## src/rtl/core/mfe_pkg.sv

```systemverilog
`default_nettype none
package mfe_pkg;

  // Defaults for the top level parameters
  localparam int LENGTH_BITS_DEF  = 24;
  localparam int MARKER_BYTES_DEF = 8;

  // Boundary marker after reset: "--RaNd0m", first byte most significant
  localparam logic [63:0] MARKER_RESET = 64'h2D2D_5261_4E64_306D;

  // Character constants
  localparam logic [7:0] CHAR_LF   = 8'h0A;
  localparam logic [7:0] CHAR_CR   = 8'h0D;
  localparam logic [7:0] CHAR_ZERO = 8'h30;
  localparam logic [7:0] CHAR_NINE = 8'h39;

  // Length of the "Content-length: " prefix
  localparam logic [4:0] CL_LEN = 5'd16;

  // Parser phases
  typedef enum logic [2:0] {
    PH_BOUNDARY = 3'd0,
    PH_CLEN     = 3'd1,
    PH_LENGTH   = 3'd2,
    PH_BLANK    = 3'd3,
    PH_PAYLOAD  = 3'd4
  } phase_t;

  // Result error codes
  typedef enum logic [2:0] {
    ERR_NONE     = 3'd0,
    ERR_DIGITS   = 3'd1,
    ERR_ZERO     = 3'd2,
    ERR_BLANK    = 3'd3,
    ERR_OVERFLOW = 3'd4
  } err_t;

  // One result transaction
  typedef struct packed {
    logic [7:0] payload_byte;
    logic       frame_end;
    err_t       error_code;
  } result_t;

  // Character k of "Content-length: "
  function automatic logic [7:0] cl_char(input logic [3:0] k);
    logic [7:0] c;
    case (k)
      4'd0:    c = 8'h43; // C
      4'd1:    c = 8'h6F; // o
      4'd2:    c = 8'h6E; // n
      4'd3:    c = 8'h74; // t
      4'd4:    c = 8'h65; // e
      4'd5:    c = 8'h6E; // n
      4'd6:    c = 8'h74; // t
      4'd7:    c = 8'h2D; // -
      4'd8:    c = 8'h6C; // l
      4'd9:    c = 8'h65; // e
      4'd10:   c = 8'h6E; // n
      4'd11:   c = 8'h67; // g
      4'd12:   c = 8'h74; // t
      4'd13:   c = 8'h68; // h
      4'd14:   c = 8'h3A; // :
      default: c = 8'h20; // space
    endcase
    return c;
  endfunction

endpackage
`default_nettype wire

```

## src/rtl/core/multipart_frame_extractor_top.sv

```systemverilog
`default_nettype none
// Channel   Direction  Handshake            Payload
// in_       input      in_valid / in_stall  in_stream_byte[7:0]
// out_      output     out_valid / out_stall out_payload_byte[7:0], out_frame_end,
//                                           out_error_code[2:0]
// cfg_      input      cfg_wr_en            cfg_wr_data[63:0] (boundary marker)
//
// One stream byte per cycle while in_stall is low: the parser state and a one-byte
// compare or a times-ten add decide each byte, and any result is registered in
// the output register, or in the skid stage while that register is held.
// A two-entry output buffer (output register plus skid stage) lets input run
// on while one result waits; in_stall rises only when both entries are full.
// Reset (rst_n low, synchronous) clears the parser and the output buffer and
// loads the default marker.
module multipart_frame_extractor_top import mfe_pkg::*; #(
  parameter int LENGTH_BITS  = LENGTH_BITS_DEF,
  parameter int MARKER_BYTES = MARKER_BYTES_DEF
) (
  input  wire logic        clk,
  input  wire logic        rst_n,
  input  wire logic        in_valid,
  output logic             in_stall,
  input  wire logic [7:0]  in_stream_byte,
  output logic             out_valid,
  input  wire logic        out_stall,
  output logic [7:0]       out_payload_byte,
  output logic             out_frame_end,
  output logic [2:0]       out_error_code,
  input  wire logic        cfg_wr_en,
  input  wire logic [63:0] cfg_wr_data
);

  logic    accept;
  logic    res_valid;
  result_t res;
  result_t out_data;

  // Accept a transaction whenever the output buffer has room
  assign accept = in_valid && !in_stall;

  mfe_parser #(
    .LENGTH_BITS  (LENGTH_BITS),
    .MARKER_BYTES (MARKER_BYTES)
  ) u_parser (
    .clk         (clk),
    .rst_n       (rst_n),
    .accept      (accept),
    .stream_byte (in_stream_byte),
    .cfg_wr_en   (cfg_wr_en),
    .cfg_wr_data (cfg_wr_data),
    .res_valid   (res_valid),
    .res         (res)
  );

  mfe_out_skid u_out_skid (
    .clk       (clk),
    .rst_n     (rst_n),
    .push      (res_valid),
    .push_data (res),
    .full      (in_stall),
    .out_valid (out_valid),
    .out_stall (out_stall),
    .out_data  (out_data)
  );

  // Unpack the result transaction
  assign out_payload_byte = out_data.payload_byte;
  assign out_frame_end    = out_data.frame_end;
  assign out_error_code   = out_data.error_code;

endmodule
`default_nettype wire

```

## src/rtl/core/mfe_parser.sv

```systemverilog
`default_nettype none
module mfe_parser import mfe_pkg::*; #(
  parameter int LENGTH_BITS  = LENGTH_BITS_DEF,
  parameter int MARKER_BYTES = MARKER_BYTES_DEF
) (
  input  wire logic        clk,
  input  wire logic        rst_n,
  input  wire logic        accept,
  input  wire logic [7:0]  stream_byte,
  input  wire logic        cfg_wr_en,
  input  wire logic [63:0] cfg_wr_data,
  output logic             res_valid,
  output result_t          res
);

  localparam int          PW     = LENGTH_BITS + 4;
  localparam logic [4:0]  MB_LEN = 5'(MARKER_BYTES);

  phase_t                   phase_r, phase_nxt;
  logic [4:0]               pos_r, pos_nxt;
  logic                     mis_r, mis_nxt;
  logic [LENGTH_BITS-1:0]   acc_r, acc_nxt;
  logic                     ovf_r, ovf_nxt;
  logic [7:0]               held_r, held_nxt;
  logic                     held_v_r, held_v_nxt;
  logic [LENGTH_BITS-1:0]   rem_r, rem_nxt;
  logic [63:0]              marker_r;

  logic [4:0]               cur_len;
  logic [7:0]               want;
  logic [3:0]               digit;
  logic                     is_digit;
  logic [PW-1:0]            prod;
  logic [LENGTH_BITS-1:0]   rem_dec;
  err_t                     len_err;

  // Match target for the current line
  always_comb begin
    cur_len = (phase_r == PH_BOUNDARY) ? MB_LEN : CL_LEN;
    want    = (phase_r == PH_BOUNDARY) ? marker_r[8*(7-pos_r[2:0]) +: 8]
                                       : cl_char(pos_r[3:0]);
  end

  // Decimal step on the held-back character: acc * 10 + digit
  always_comb begin
    digit    = 4'(held_r - CHAR_ZERO);
    is_digit = (held_r >= CHAR_ZERO) && (held_r <= CHAR_NINE);
    prod     = ({4'b0, acc_r} << 3) + ({4'b0, acc_r} << 1) + PW'(digit);
    rem_dec  = (rem_r != '0) ? rem_r - 1'b1 : rem_r;
  end

  // Length line verdict at its newline
  always_comb begin
    if (mis_r || pos_r == 5'd0) begin
      len_err = ERR_DIGITS;
    end else if (ovf_r) begin
      len_err = ERR_OVERFLOW;
    end else if (acc_r == '0) begin
      len_err = ERR_ZERO;
    end else begin
      len_err = ERR_NONE;
    end
  end

  // Next state and result for one accepted byte
  always_comb begin
    phase_nxt  = phase_r;
    pos_nxt    = pos_r;
    mis_nxt    = mis_r;
    acc_nxt    = acc_r;
    ovf_nxt    = ovf_r;
    held_nxt   = held_r;
    held_v_nxt = held_v_r;
    rem_nxt    = rem_r;
    res_valid  = 1'b0;
    res        = '{payload_byte: 8'd0, frame_end: 1'b0, error_code: ERR_NONE};
    if (accept) begin
      case (phase_r)
        PH_BOUNDARY, PH_CLEN: begin
          if (stream_byte == CHAR_LF) begin
            pos_nxt = 5'd0;
            mis_nxt = 1'b0;
          end else if (!mis_r && pos_r < cur_len) begin
            if (stream_byte != want) begin
              mis_nxt = 1'b1;
            end else if (pos_r == cur_len - 5'd1) begin
              pos_nxt = 5'd0;
              if (phase_r == PH_BOUNDARY) begin
                // skip the rest of the boundary line
                phase_nxt = PH_CLEN;
                mis_nxt   = 1'b1;
              end else begin
                phase_nxt  = PH_LENGTH;
                mis_nxt    = 1'b0;
                acc_nxt    = '0;
                ovf_nxt    = 1'b0;
                held_v_nxt = 1'b0;
                held_nxt   = 8'd0;
              end
            end else begin
              pos_nxt = pos_r + 5'd1;
            end
          end
        end
        PH_LENGTH: begin
          if (stream_byte != CHAR_LF) begin
            // digest the previous character, hold back this one
            if (held_v_r) begin
              if (is_digit) begin
                pos_nxt = 5'd1;
                if (!ovf_r) begin
                  if (prod[PW-1:LENGTH_BITS] != 4'd0) begin
                    ovf_nxt = 1'b1;
                  end else begin
                    acc_nxt = prod[LENGTH_BITS-1:0];
                  end
                end
              end else begin
                mis_nxt = 1'b1;
              end
            end
            held_nxt   = stream_byte;
            held_v_nxt = 1'b1;
          end else begin
            held_v_nxt = 1'b0;
            pos_nxt    = 5'd0;
            mis_nxt    = 1'b0;
            if (len_err != ERR_NONE) begin
              phase_nxt      = PH_BOUNDARY;
              res_valid      = 1'b1;
              res.error_code = len_err;
            end else begin
              phase_nxt = PH_BLANK;
            end
          end
        end
        PH_BLANK: begin
          if (stream_byte != CHAR_LF) begin
            if (pos_r != 5'd0 || stream_byte != CHAR_CR) begin
              mis_nxt = 1'b1;
            end
            if (pos_r < 5'd31) begin
              pos_nxt = pos_r + 5'd1;
            end
          end else begin
            pos_nxt = 5'd0;
            mis_nxt = 1'b0;
            if (pos_r == 5'd1 && !mis_r) begin
              rem_nxt   = acc_r;
              phase_nxt = PH_PAYLOAD;
            end else begin
              phase_nxt      = PH_BOUNDARY;
              res_valid      = 1'b1;
              res.error_code = ERR_BLANK;
            end
          end
        end
        PH_PAYLOAD: begin
          // pass the byte through, mark the last one
          rem_nxt          = rem_dec;
          res_valid        = 1'b1;
          res.payload_byte = stream_byte;
          if (rem_dec == '0) begin
            res.frame_end = 1'b1;
            phase_nxt     = PH_BOUNDARY;
            pos_nxt       = 5'd0;
            mis_nxt       = 1'b0;
          end
        end
        default: begin
          phase_nxt = PH_BOUNDARY;
          pos_nxt   = 5'd0;
          mis_nxt   = 1'b0;
        end
      endcase
    end
  end

  // Parser state
  always_ff @(posedge clk) begin
    if (!rst_n) begin
      phase_r  <= PH_BOUNDARY;
      pos_r    <= 5'd0;
      mis_r    <= 1'b0;
      acc_r    <= '0;
      ovf_r    <= 1'b0;
      held_r   <= 8'd0;
      held_v_r <= 1'b0;
      rem_r    <= '0;
    end else begin
      phase_r  <= phase_nxt;
      pos_r    <= pos_nxt;
      mis_r    <= mis_nxt;
      acc_r    <= acc_nxt;
      ovf_r    <= ovf_nxt;
      held_r   <= held_nxt;
      held_v_r <= held_v_nxt;
      rem_r    <= rem_nxt;
    end
  end

  // Boundary marker register
  always_ff @(posedge clk) begin
    if (!rst_n) begin
      marker_r <= MARKER_RESET;
    end else if (cfg_wr_en) begin
      marker_r <= cfg_wr_data;
    end
  end

endmodule
`default_nettype wire

```

## src/rtl/core/mfe_out_skid.sv

```systemverilog
`default_nettype none
module mfe_out_skid import mfe_pkg::*; (
  input  wire logic     clk,
  input  wire logic     rst_n,
  input  wire logic     push,
  input  wire result_t  push_data,
  output logic          full,
  output logic          out_valid,
  input  wire logic     out_stall,
  output result_t       out_data
);

  logic    main_v_r;
  result_t main_r;
  logic    skid_v_r;
  result_t skid_r;
  logic    pop;

  assign pop       = main_v_r && !out_stall;
  assign full      = skid_v_r;
  assign out_valid = main_v_r;
  assign out_data  = main_r;

  // Valid flags of the output register and the skid stage
  always_ff @(posedge clk) begin
    if (!rst_n) begin
      main_v_r <= 1'b0;
      skid_v_r <= 1'b0;
    end else if (pop) begin
      if (skid_v_r) begin
        skid_v_r <= 1'b0;
      end else begin
        main_v_r <= push;
      end
    end else if (!main_v_r) begin
      main_v_r <= push;
    end else if (push) begin
      skid_v_r <= 1'b1;
    end
  end

  // Payload: advance skid into the output register, or park a new result
  always_ff @(posedge clk) begin
    if (pop && skid_v_r) begin
      main_r <= skid_r;
    end else if (push && (pop || !main_v_r)) begin
      main_r <= push_data;
    end else if (push) begin
      skid_r <= push_data;
    end
  end

endmodule
`default_nettype wire

```

## config.mk

```make
export PLATFORM = sky130hd
export DESIGN_NAME = multipart_frame_extractor_top
export DESIGN_NICKNAME = d
export VERILOG_FILES = /design/src/rtl/core/mfe_pkg.sv /design/src/rtl/core/multipart_frame_extractor_top.sv /design/src/rtl/core/mfe_parser.sv /design/src/rtl/core/mfe_out_skid.sv
export SDC_FILE = /design/constraint.sdc
export NUM_CORES = 1
export LEC_CHECK = 0
export ABC_CLOCK_PERIOD_IN_PS = 9460
export BUFFER_PORTS_ARGS = -buffer_cell sky130_fd_sc_hd__buf_2
export CAP_MARGIN = 40
export CORE_ASPECT_RATIO = 1.1
export CORE_UTILIZATION = 40
export CTS_CLUSTER_SIZE = 12
export DETAILED_ROUTE_END_ITERATION = 16
export PLACE_DENSITY = 0.66
export SLEW_MARGIN = 20
export SYNTH_ARGS = -nofsm -noshare
export SYNTH_HDL_FRONTEND = slang
export SYNTH_SLANG_ARGS = --single-unit
```

## constraint.sdc

```tcl
create_clock -name clk -period 9.46 [get_ports clk]
set_clock_uncertainty 0.2 [all_clocks]
set_input_delay 1.892 -clock clk [delete_from_list [all_inputs] [get_ports clk]]
set_output_delay 1.892 -clock clk [all_outputs]
set_load 0.01 [all_outputs]
```

# Yosys cells after proc, flatten, opt, wreduce, memory -nomap -nowiden

Memory sizes are Yosys's and may differ from the RTL's. A register that Yosys moved wholly into a read port is not among the register bits.
Cells that the tools add are included.

$add $sub $neg: 7
Magnitude comparators: 4
Equal/unequal tests: 33
Shift-type cells: 1
Mux-type cells: 95
Bitwise logic cells: 3
Reduce and logical (&&, ||, !) cells: 37

Operators by type and width:

| kind                                                                 | count |
|---|---|
| 24-bit 2-to-1 mux                                                    | 13 |
| 24-bit one-hot mux with 2 select lines                               | 2 |
| 64-bit by 33-bit indexed part select with 8-bit output               | 1 |
| 8-bit 2-to-1 mux                                                     | 7 |
| 5-bit 2-to-1 mux                                                     | 11 |
| 24-bit logical NOT                                                   | 2 |
| 3-bit 2-to-1 mux                                                     | 13 |
| 12-bit 2-to-1 mux                                                    | 3 |
| 1-bit 2-to-1 mux                                                     | 31 |
| 27-bit by 25-bit adder with 28-bit output                            | 1 |
| 28-bit by 4-bit adder with 28-bit output                             | 1 |
| 24-bit nonzero test                                                  | 1 |
| 24-bit by 1-bit subtractor with 24-bit output, second input constant | 1 |
| 7-bit AND reduction                                                  | 3 |
| 5-bit one-hot mux with 4 select lines                                | 1 |
| 2-bit != test, second input constant                                 | 8 |
| 8-bit by 4-bit != test with 1-bit output, second input constant      | 2 |
| 8-bit one-hot mux with 2 select lines                                | 1 |
| 8-bit AND reduction                                                  | 2 |
| 2-bit by 1-bit != test with 1-bit output, second input constant      | 7 |
| 3-bit one-hot mux with 4 select lines                                | 1 |
| 12-bit AND reduction                                                 | 1 |
| 10-bit AND reduction                                                 | 1 |
| 9-bit 2-to-1 mux                                                     | 1 |
| other kinds (39)                                                     | 65 |

Bits in registers: 157
ROM bits: 112
Input port bits: 77
Output and inout bits: 14
Word-level logic and storage cells: 198
Memories: 1

Memories:

| name            | depth | bits a word | read ports | clocked after memory_dff | wr ports | RTL line      | RTL |
|---|---|---|---|---|---|---|---|
| (no name shown) | 16    | 7           | 1          | 1                        | 0        | mfe_pkg.sv:48 | `case (k)` |

# Longest topological paths before layout

Gate-level depths: netlist of the first run.

Depth after elaboration: 12
Mapped depth: 17

# By module

A second synthesis of the first run with hierarchy kept.

Cell total of the unflattened synthesis: 1,159
Area, all modules: 10,308.6 µm²

By module, submodules not included:

| module                        | instances | cells each | area an instance (µm²) | sequential area each (µm²) |
|---|---|---|---|---|
| mfe_parser                    | 1         | 1,110      | 9,288.9                | 2,762.6 |
| mfe_out_skid                  | 1         | 48         | 1,006.0                | 760.7 |
| multipart_frame_extractor_top | 1         | 1          | 13.8                   | 0.0 |

# Worst setup path after synthesis of the first run

No wires, ideal clock.

Path type: in2reg
Start: in in_stream_byte[5]
End: reg with a tool-made name
Arrival: 4,847 ps
Data required time: 9,184 ps
Path slack: 4,337 ps
Stages: 15
Cells stage by stage: nor4_1 > nand2_1 > nor4b_1 > o21bai_1 > nand3_1 > o211ai_1 > o211ai_4 > mux2_4 > and2_4 > buf_6 > inv_1 > ha_1 > inv_1 > maj3_2 > o22ai_1

RTL lines:

| item            | RTL line                            | RTL |
|---|---|---|
| start, declared | multipart_frame_extractor_top.sv:23 | `input wire logic [7:0] in_stream_byte,` |

# Final worst setup path of the first run

Start: reg u_parser.acc_r[0]
End: reg u_parser.acc_r[15]

Cells in the longest elaborated chain, start to end: 8
Elaborated cells on any way between the ends: 11

RTL lines:

| item                                        | RTL line          | RTL |
|---|---|---|
| start, declared                             | mfe_parser.sv:22  | `logic [LENGTH_BITS-1:0] acc_r, acc_nxt;` |
| start signal, assigned                      | mfe_parser.sv:194 | `acc_r <= acc_nxt;` |
| 27-bit by 25-bit adder with 28-bit output * | mfe_parser.sv:48  | `prod = ({4'b0, acc_r} << 3) + ({4'b0, acc_r} << 1) + PW'(digit);` |
| 28-bit by 4-bit adder with 28-bit output *  | mfe_parser.sv:48  |  |
| 24-bit 2-to-1 mux                           | mfe_parser.sv:112 | `if (prod[PW-1:LENGTH_BITS] != 4'd0) begin` |
| 24-bit 2-to-1 mux                           | mfe_parser.sv:111 | `if (!ovf_r) begin` |
| 24-bit 2-to-1 mux                           | mfe_parser.sv:109 | `if (is_digit) begin` |
| 24-bit 2-to-1 mux                           | mfe_parser.sv:108 | `if (held_v_r) begin` |
| 24-bit 2-to-1 mux                           | mfe_parser.sv:106 | `if (stream_byte != CHAR_LF) begin` |
| 24-bit one-hot mux with 2 select lines      | mfe_parser.sv:78  | `case (phase_r)` |

Every way passes the cells marked *; elsewhere a longest branch is shown, timed or not. The select of a mux whose other input is x is not followed.
A chain may end at the register's enable or synchronous reset.

==> results of run 1 <==
## placed cells by master (no fill, tap or decap), types with 11 or more instances in the layout
cell and n:
nand3_1 26, a31oi_1 11, a22o_1 22, ha_1 59, xnor2_1 22, nor4_1 12
a21oi_1 69, and3_1 14, edfxtp_1 24, nand2_1 112, xor2_1 13, clkbuf_16 18
nor2_1 88, buf_2 89, inv_1 29, a21o_1 27, o21ai_0 41, nor3_1 26
mux2i_1 80, o22ai_1 13, dfxtp_1 140
## kinds of logic after synthesis
group / Yosys count / share of synthesized area, %
XOR/XNOR: 35 / 3.16
adder cells (fa/ha/maj): 62 / 8.14
multiplexers: 101 / 11.9
AO/OA/AOI/OAI: 261 / 18.2
buffers and inverters: 92 / 3.95
AND/OR/NAND/NOR: 356 / 18.3
flip-flops: 164 / 36.3
## layout make-up
type,count,area share [%]
timing repair buffer,102,5.09
clock buffer,19,4.13
antenna,3,0.0683
sequential,164,32.0
multi-input combinational,815,52.9
clock inverter,13,1.21
inverter,33,1.13
tap,305,3.47
## per-layer routing
layer | vias to the layer above | track usage [%]
li1 | 4064 | -
met1 | 3882 | 26.1
met2 | 253 | 32.7
met3 | 43 | 6.13
met4 | 2 | 8.72
met5 | - | 0
## final timing paths
| path | from | to | slack, ns | cells past startpoint |
|---|---|---|---|---|
| hold reg to reg | u_parser.held_r[4] | u_parser.held_r[4] | 0.25 | 2 |
| setup / recovery | u_parser.acc_r[0] | u_parser.acc_r[15] | 4.55 | 15 |
| hold / removal | u_parser.held_r[4] | u_parser.held_r[4] | 0.25 | 2 |
| setup reg to reg | u_parser.acc_r[0] | u_parser.acc_r[15] | 4.55 | 15 |
## power by group
part / total [mW] / switching, mW / internal (mW)
Clock: 0.696 / 0.308 / 0.388
Combinational: 0.0863 / 0.0455 / 0.0408
Sequential: 0.730 / 0.00880 / 0.721
## per-stage QoR
step,utilization (%),area (sq um),hold WS (ns),instances
4_1_cts,46.2,11000,0.254,1450
5_1_grt,46.2,11000,0.276,1451
3_5_place_dp,43.7,10400,0.245,1418
3_3_place_gp,43.6,10400,0.239,1416
6_report,46.3,11000,0.252,1454
2_1_floorplan,-,9700,0.227,1071
## sequential cells by signal, summed over array words and instances (netlist names), named ones only
name / cells
u_out_skid.full: 1
u_out_skid.out_data: 12
u_out_skid.out_valid: 1
u_out_skid.skid_r: 12
u_parser.acc_r: 24
u_parser.held_r: 8
u_parser.held_v_r: 1
u_parser.marker_r: 64
u_parser.mis_r: 1
u_parser.ovf_r: 1
u_parser.phase_r: 3
u_parser.pos_r: 5
u_parser.rem_r: 24
## critical path, cell delays in order, from the launching register on
cell and delay, ns:
dfxtp_1 0.44, inv_1 0.09, fa_1 0.50, inv_1 0.07, ha_1 0.28, a21o_1 0.10, a21oi_1 0.10, o21ai_1 0.31
a21oi_1 0.14, o311ai_1 0.58, a31oi_1 0.17, or3_1 0.40, xor2_1 0.17, and3_1 0.26, and4_1 0.77, a32o_1 0.27
==> impl_metrics.tcl, run 1 <==
set metrics [dict create \
    dieArea_sq_um 24900 \
    postCtsSetupBuffers 0 \
    overflow 0 \
    grt_pass1_vias 7842 \
    multiInputGateArea_sq_um 5810 \
    yosysUniqueCellTypes 90 \
    yosysWarningCount 0 \
    cp.arrival_ns 5.08 \
    seq_area_sq_um 3520 \
    p_leak_nw 4.85 \
    totalPowerFinal_mw 1.51 \
    worst_slack_ns 4.55 \
    start_util_pct 40.8 \
    port_buffers 90 \
    clk_pin_slew_ns 0.07 \
    finalSetupViolations 0 \
    async_flop_share_pct 0 \
    detail_route.wl_per_cell_um 17.2 \
    required_ns 9.63 \
    place.gp.congestion 0.882 \
    synth.most_common_cell "dfxtp_1" \
    dr_wl_met2_um 11400 \
    ctsHoldBuffers 0 \
    slew_headroom_pct 44.6 \
    hold_viol 0 \
    cts_tree "done" \
    wl_met1_um 11200 \
    power_density_nw_per_um2 137 \
    cap_violations 0 \
    area_delta_synth_final_pct 13.3 \
    fp.dieH_um 165 \
    status "complete, no violations" \
    clock_latency_ns 0.43 \
    syn_nets 1209 \
    drive_above_1_share_pct 15.6 \
    clock_sinks 164 \
    synth_area_sq_um 9700 \
    met3_length_um 1590 \
    fmax_ghz 0.204 \
    cts_buffers 17 \
    cp_max_fo 22 \
    critPathKind "flip-flop to flip-flop" \
    place_worst_setup_slack_ns 4.18 \
    nFillCells 2330 \
    period_needed_ns 4.91 \
    dr.pass1.iters 7 \
    vias 8244 \
    top_layer "met5" \
    rsz0062_at_grt "false" \
    vdd_drop_max_mv 0.112 \
    grt_pass1_wl_um 40200 \
    setup_tns_ns 0 \
    synth-seq-cells 164 \
    critPathLaunchType "flip-flop" \
    antenna_found_initial 4 \
    cts_resized 0 \
    cts_max_level 4 \
    pin_count 91 \
    synthCells 1071 \
    row_count 59 \
    ant_nets 0 \
    ys_seq_area_share_pct 36.3 \
    yosys-top-cells-count "140 x dfxtp_1, 112 x nand2_1, 88 x nor2_1, 80 x mux2i_1, 70 x a21oi_1" \
    synthFlopType "dfxtp_1" \
    die_w_um 151 \
    vias_per_cell 5.67 \
    synth.top_cells.by_area "dfxtp_1 29%, mux2i_1 8.3%, ha_1 7.6%" \
    place_hpwl_um 18100 \
    holdCritPathClass "flip-flop to flip-flop" \
    crit_path_end_kind "flip-flop" \
    route.detailed.drc 0 \
    period_share_pct 51.9 \
    cts_root_buffer "clkbuf_16" \
    core_sq_um 23800 \
    yosysTopAreaCell "dfxtp_1" \
    tightest_slew_ns 0.831 \
    grt_max_degree 48 \
    yosysTopAreaCellShare_pct 28.9 \
    slew_violations 0 \
    drt-total-wl_um 25000 \
    avgSynthCellArea_sq_um 9.06 \
    clock_path_buffers 2 \
    drt-initial-drc-count 434 \
    gr-usage-all-layers_pct 20.7 \
    nNetsFinal 1271 \
    synth-edff-count 24 \
]
(Power assumes the default switching activity.)
==> inputs of run 2 (changes only) <==
- ABC_CLOCK_PERIOD_IN_PS: 9460 -> 4770
- clock period: 9.46 -> 4.77 ns (I/O delays scaled with it)
==> run 2 against run 1 <==
Die area unchanged; count of clock-buffer cells in the layout down 2; cell area up 0.97%; core utilization rose by 0.45 points; sequential share of layout area fell by 0.31 points; cell count up 0.48%; sequential power up 99%; first-iteration DRC count is 22% higher; setup slack got worse by 4.2 ns; critical path type unchanged; critical endpoint is now u_parser.acc_r[8]; largest cell class unchanged; largest power group unchanged.
==> impl_metrics.tcl, run 2 (synthesis results as in run 1) <==
set metrics [dict create \
    period_needed_ns 4.38 \
    start_util_pct 40.8 \
    worstPathCellList "inv_1 -> fa_1 -> inv_1 -> fa_1 -> a21oi_1 -> o21bai_1 -> a21oi_1 -> o21a_1 -> o41ai_1 -> nand2b_1 -> a221oi_2 -> o311a_1 -> and3_1 -> o22ai_2 -> buf_8 -> a22o_1" \
    critPathLaunch "u_parser.acc_r[0]" \
    grt_pass1_wl_um 41200 \
    slowest_delay_ns 0.51 \
    grt_use_met3_pct 5.74 \
    nNetsFinal 1279 \
    p_int_mw 2.22 \
    p_leak_nw 5.04 \
    clock_path_buffers 2 \
    area_delta_synth_final_pct 14.4 \
    route.detailed.drc 0 \
    clk_pin_slew_ns 0.07 \
    ant_nets 0 \
    fp.dieH_um 165 \
    critPathLaunchType "flip-flop" \
    fmax_ghz 0.228 \
    cp_max_fo 14 \
    cts_max_level 4 \
    cts_tree "done" \
    cp.arrival_ns 4.51 \
    cts_resized 0 \
    grt_busiest_layer "met2" \
    grtUsageMet2_pct 35.6 \
    layout_commonest_cell "dfxtp_1" \
    critPathKind "flip-flop to flip-flop" \
    rsz0062_at_grt "false" \
    drt-initial-drc-count 529 \
    cts_buffers 17 \
    p_clk_share_pct 46.4 \
    port_buffers 90 \
    seq_power_share_pct 47.9 \
    pwr-share-comb_pct 5.8 \
    cts_root_buffer "clkbuf_16" \
    row_count 59 \
    slew_violations 0 \
    r2r-start "u_parser.acc_r[0]" \
    place.gp.congestion 0.863 \
    largest_register "u_parser.marker_r" \
    netSwitchingFraction_pct 26.4 \
    setup_tns_ns 0 \
    cap_violations 0 \
    critPathSlowestCell "fa_1" \
    antenna_found_initial 1 \
    grt_pass1_vias 7982 \
    largest_register_ff_count 64 \
    clock_sinks 164 \
    grt_max_degree 42 \
    die_w_um 151 \
    status "complete, no violations" \
    final_cell_mix "140 x dfxtp_1, 112 x nand2_1, 89 x buf_2" \
    hp-start "u_parser.held_r[6]" \
    ctsHoldBuffers 0 \
    hold_viol 0 \
    slew_headroom_pct 44.3 \
    fin_area_sq_um 11100 \
    drive_above_1_share_pct 16.4 \
    power_density_nw_per_um2 272 \
    pin_count 91 \
    core_sq_um 23800 \
    vias_per_cell 5.69 \
    p_switching_mw 0.799 \
    dr.pass1.iters 5 \
    vias 8312 \
    holdCritPathClass "flip-flop to flip-flop" \
    place_hpwl_um 18400 \
    postCtsSetupBuffers 0 \
    required_ns 4.90 \
    dpl-instance-area_sq_um 10500 \
    reg.largest.list "u_parser.marker_r x64, u_parser.acc_r x24, u_parser.rem_r x24" \
    detail_route.wl_per_cell_um 17.3 \
    vdd_drop_max_mv 0.252 \
    gr-usage-all-layers_pct 21.1 \
    period_share_pct 91.8 \
    crit_path_end_kind "flip-flop" \
    met1_usage_pct 26.2 \
    tightest_slew_ns 0.836 \
    dieArea_sq_um 24900 \
    clock_latency_ns 0.44 \
    finalSetupViolations 0 \
    drt-total-wl_um 25300 \
    overflow 0 \
]
-- run 2: stage by stage --
step | power, mW | util (%) | hold slack (ns) | instances | setup WS (ns)
final | 3.02 | 46.7 | 0.252 | 1461 | 0.389
after global routing | 3.12 | 46.7 | 0.265 | 1459 | 0.0872
after CTS | 3.05 | 46.7 | 0.251 | 1459 | 0.312
after detailed placement | 1.65 | 44.1 | 0.242 | 1427 | 0.355
after global placement | 1.64 | 43.9 | 0.236 | 1425 | 0.347
after floorplan | 1.58 | - | 0.227 | 1071 | 0.585
-- run 2: cell type report --
class | instances | area [sq um]
inverters | 33 | 124
fillers | 2299 | 12700
multi-input cells | 815 | 5820
repair buffers | 110 | 643
well taps | 305 | 382
clock buffers | 17 | 425
clock inverters | 15 | 180
flip-flops and latches | 164 | 3520
diodes | 2 | 5.00
-- run 2: path summary, 6_finish.rpt --
kind	cells past startpoint	end	slack, ns
max	16	u_parser.acc_r[8]	0.39
min	2	u_parser.held_r[6]	0.25
max reg2reg	16	u_parser.acc_r[8]	0.39
min reg2reg	2	u_parser.held_r[6]	0.25
-- run 2: power groups by stage --
stage	sequential (mW)	clock [mW]	combinational [mW]
after global routing	1.45	1.48	0.190
final	1.45	1.40	0.174
after CTS	1.45	1.42	0.175
after floorplan	1.47	0	0.108
after detailed placement	1.48	0	0.174
after global placement	1.48	0	0.167
-- run 2: routing by layer --
| layer | part of all wire [%] | vias to the layer above |
|---|---|---|
| li1 | - | 4089 |
| met1 | 44 | 3961 |
| met2 | 48 | 223 |
| met3 | 5.9 | 37 |
| met4 | 1.9 | 2 |
| met5 | 0.051 | - |
-- run 2: worst max-delay path, delay by kind of cell, from the launching register on --
kind	cells	cell delay, ns
buffers and inverters	3	0.40
and+or+nand+nor	2	0.45
DFF	1	0.41
AOI/OAI and AO/OA	9	1.83
adders and majority gates	2	0.96
